$ cat config.mk
export PLATFORM = sky130hd
export DESIGN_NAME = sidf_char_enc
export DESIGN_NICKNAME = d
export VERILOG_FILES = /design/src/sidf_pkg.sv /design/src/sidf_char_enc.sv
export SDC_FILE = /design/constraint.sdc
export NUM_CORES = 1
export LEC_CHECK = 0
export ABC_CLOCK_PERIOD_IN_PS = 9300
export BUFFER_PORTS_ARGS = -buffer_cell sky130_fd_sc_hd__buf_2
export CORE_ASPECT_RATIO = 0.6
export CORE_MARGIN = 3
export CORE_UTILIZATION = 55
export DETAILED_ROUTE_END_ITERATION = 8
export PLACE_DENSITY = 0.76
export SETUP_SLACK_MARGIN = 0.5
export SLEW_MARGIN = 20
export SYNTH_ARGS = -nofsm -noshare
export SYNTH_HDL_FRONTEND = slang
export SYNTH_SLANG_ARGS = --single-unit
$ cat constraint.sdc
create_clock -name vclk -period 9.3
set_input_delay 1.86 -clock vclk [all_inputs]
set_output_delay 1.86 -clock vclk [all_outputs]
set_load 0.05 [all_outputs]
$ cat src/sidf_pkg.sv
// ----------------------------------------------------------------------------
// sidf_pkg
// Shared constants, types and the letter table for the sequential ID
// formatter.
// ----------------------------------------------------------------------------
package sidf_pkg;

  localparam int MAX_GROUPS  = 9;
  localparam int GRP_IDX_W   = $clog2(MAX_GROUPS);
  localparam int GRP_CNT_W   = $clog2(MAX_GROUPS + 1);

  localparam int CNT_W       = 64;
  localparam int CHUNK_W     = 16;
  localparam int NUM_CHUNKS  = CNT_W / CHUNK_W;
  localparam int CHUNK_IDX_W = $clog2(NUM_CHUNKS);

  localparam int DIGIT_W     = 8;
  localparam int RADIX       = 171;
  localparam int STEP_W      = DIGIT_W + CHUNK_W;

  // floor(x / 171) == (x * RECIP) >> RECIP_SHIFT, exact for x < 2^24
  localparam int RECIP_SHIFT = 40;
  localparam int RECIP_W     = 33;
  localparam logic [RECIP_W-1:0] RECIP =
    RECIP_W'(((64'd1 << RECIP_SHIFT) + 64'd170) / 64'd171);

  localparam int CHAR_W      = 8;
  localparam int LETTER_IDX_W = 5;

  localparam logic [CHAR_W-1:0] CH_DASH = 8'h2D;
  localparam logic [CHAR_W-1:0] CH_ONE  = 8'h31;
  localparam logic [CHAR_W-1:0] CH_Z    = 8'h5A;

  // one step of the long division: quotient chunk and running remainder
  typedef struct packed {
    logic [CHUNK_W-1:0] quo;
    logic [DIGIT_W-1:0] rem;
  } div_step_t;

  function automatic logic [CHAR_W-1:0] letter_code(input logic [LETTER_IDX_W-1:0] idx);
    logic [CHAR_W-1:0] ch;
    case (idx)
      5'd0:    ch = 8'h41; // A
      5'd1:    ch = 8'h42; // B
      5'd2:    ch = 8'h43; // C
      5'd3:    ch = 8'h45; // E
      5'd4:    ch = 8'h48; // H
      5'd5:    ch = 8'h49; // I
      5'd6:    ch = 8'h4B; // K
      5'd7:    ch = 8'h4C; // L
      5'd8:    ch = 8'h4E; // N
      5'd9:    ch = 8'h4F; // O
      5'd10:   ch = 8'h50; // P
      5'd11:   ch = 8'h52; // R
      5'd12:   ch = 8'h53; // S
      5'd13:   ch = 8'h54; // T
      5'd14:   ch = 8'h55; // U
      5'd15:   ch = 8'h57; // W
      5'd16:   ch = 8'h58; // X
      5'd17:   ch = 8'h59; // Y
      default: ch = CH_Z;
    endcase
    return ch;
  endfunction

endpackage

$ cat src/sidf_char_enc.sv
// ----------------------------------------------------------------------------
// sidf_char_enc
// Maps one base-171 digit to its letter and numeral characters.
// ----------------------------------------------------------------------------
module sidf_char_enc (
  input  logic [sidf_pkg::DIGIT_W-1:0] digit,
  output logic [sidf_pkg::CHAR_W-1:0]  letter,
  output logic [sidf_pkg::CHAR_W-1:0]  numeral
);
  import sidf_pkg::*;

  logic [13:0]             prod;
  logic [LETTER_IDX_W-1:0] li;
  logic [DIGIT_W-1:0]      lo;

  // digit / 9 as (digit * 57) >> 9, exact for digit < 171
  assign prod    = 14'(digit) * 14'd57;
  assign li      = prod[13:9];
  assign lo      = digit - DIGIT_W'(DIGIT_W'(li) * DIGIT_W'(9));
  assign letter  = letter_code(li);
  assign numeral = CH_ONE + CHAR_W'(lo);

endmodule

==> key figures <==
Worst setup path
  • CP max FO: 5
  • Crit. End Element: primary output
  • WP data arrival: 6.95 ns
  • Setup crit start kind: primary input
  • Worst Path Required: 7.44 ns
  • Critical path type: primary input to primary output

Synth
  • Post-synth top area cell: ha_1
  • Syn avg cell area: 9.09 um^2
  • Ys Warns: 0
  • Top-area cell type share of the netlist area: 35.2%
  • Syn Inst Count: 180
  • Mapped Area: 1640 um^2
  • Synth unique cells: 49
  • Sequential area share after synthesis: 0%
  • Largest cells by area after synthesis: ha_1, fa_1, inv_1

Timing
  • Fmax: 114 MHz
  • Fin crit share: 94.7%
  • Unrepaired setup endpoints after global routing: true
  • Min Tclk post-route: 8.81 ns
  • Final setup viols: 0
  • Min Hold Slack: 4.34 ns
  • Max-slew violations: 0
  • Fin Setup TNS: 0 ns
  • Fin. Hold Viols: 0

Layout
  • Sequential Area: 0 um^2
  • Share of layout cells above drive strength 1: 34.3%
  • Fillcell total: 173
  • Area growth syn-to-layout: 29.5%
  • Seq_cells: 0
  • Diodes inserted: 0
  • CLK BUF: 0
  • Final nets: 280

Run
  • Max Cap Violations: 0

Placed design
  • GP Congestion: 0.922
  • IO buf count: 21
  • DP Wirelength: 3130 um

Floorplanning
  • IO Pins: 24
  • Initial Utilization: 61.4%
  • Core area: 2660 um^2
  • DIE WIDTH: 76.4 um
  • Die height: 48.2 um
  • Cell Rows: 14
  • Die ar.: 3680 um^2

GRT
  • Global-route usage over all layers: 21.8%
  • GR Overflow Total: 0
  • First-pass GRT wire length: 6370 um
  • Number of global-route vias before repair: 1364
  • Antenna violations before repair: 0
  • Largest net degree at the start of global routing: 11

Detailed routing
  • Total number of vias: 1407
  • Pre-antenna DRT Iters: 4
  • Routed wire length: 4190 um
  • 1st-iter DRT viols: 56
  • Drt drc: 0
  • Wire per inst: 16.8 um
  • Via/cell ratio: 5.63
  • Final ANT Viol Nets: 0

Clock network
  • Hold_buf cts: 0

Outcome
  • Status: complete, no violations

Min path
  • Hold crit path type: primary input to primary output
## cells in the final DEF, fill, tap and decap left out, drive strengths merged, types with 4 or more instances in the layout
master / netlist / layout
xnor2: 8 / 8
ha: 46 / 46
inv: 35 / 34
nand2: 6 / 6
buf: 4 / 33
nor2: 7 / 7
fa: 14 / 14
or3: 4 / 4
a21oi: 6 / 6
a21o: 4 / 4
nor3: 5 / 5
## synth_stat cells, types with 3 or more instances
| cell type | instances |
|---|---|
| buf_4 | 3 |
| nor2_1 | 6 |
| a21oi_1 | 4 |
| inv_1 | 35 |
| nand3_1 | 3 |
| xnor2_1 | 7 |
| or3_1 | 4 |
| nand2_1 | 5 |
| ha_1 | 46 |
| fa_1 | 14 |
| o21a_1 | 3 |
| nor3_1 | 3 |
| xor2_1 | 3 |
## what timing repair did
action,CTS,global route
pin swaps,26,16
setup endpoints to repair,2,2
setup buffers,6,5
resized for setup,21,12
## metrics by stage
| stage | std cells | util (%) | area (um^2) | worst slack (ns) |
|---|---|---|---|---|
| detailed placement | 239 | 69.8 | 1860 | 0.0624 |
| finish | 250 | 79.5 | 2120 | 0.492 |
| global placement | 239 | 69.8 | 1860 | 0.256 |
| CTS | 245 | 75.3 | 2010 | 0.519 |
| floorplan | 181 | - | 1720 | 0.504 |
| global route | 250 | 79.5 | 2120 | 0.357 |
## metal layers
metal  wire length, um  GRT usage, %  vias to the layer above  share of wire [%]
met5                 0             0                        -                  0
met4                53          3.61                        0                1.3
met3               227         0.923                        6                5.4
met2              1950          41.5                       53                 46
met1              1970          29.4                      673                 47
li1                  -             -                      675                  -
## final cells by class
class,count,area [um^2],share of cell area (%)
inverter,36,153,7.21
multi-input combinational,140,1670,78.9
tap,40,50.0,2.36
timing repair buffer,34,244,11.5
## logic make-up after synthesis
kind of cell / share of synthesized area (%)
AND/OR/NAND/NOR: 10.9
buffers and inverters: 10.9
adder cells (fa/ha/maj): 52.3
other: 0.459
AO/OA/AOI/OAI: 19.0
XOR/XNOR: 6.35
## path summary, 6_finish.rpt
kind / start / endpoint / slack (ns) / depth (start not counted)
min: digit[0] / numeral[0] / 4.34 / 4
max: digit[2] / numeral[7] / 0.49 / 25
## critical path, stage by stage
cell and delay (ns):
buf_8 0.08, clkinvlp_4 0.11, fa_1 0.52, inv_1 0.05, fa_1 0.53, ha_4 0.22, ha_4 0.24, a21o_2 0.21
nand2_1 0.28, a21oi_4 0.12, buf_4 0.16, a211oi_4 0.20, bufinv_8 0.23, ha_4 0.25, inv_2 0.04, ha_4 0.15
fa_1 0.51, inv_2 0.05, ha_4 0.23, a21oi_4 0.16, o21bai_1 0.09, a21oi_2 0.19, xnor2_2 0.16, xnor2_2 0.14
buf_6 0.18
Power is not shown: default switching activity piles up to over one toggle a cycle in this logic, so the estimate is an artifact.
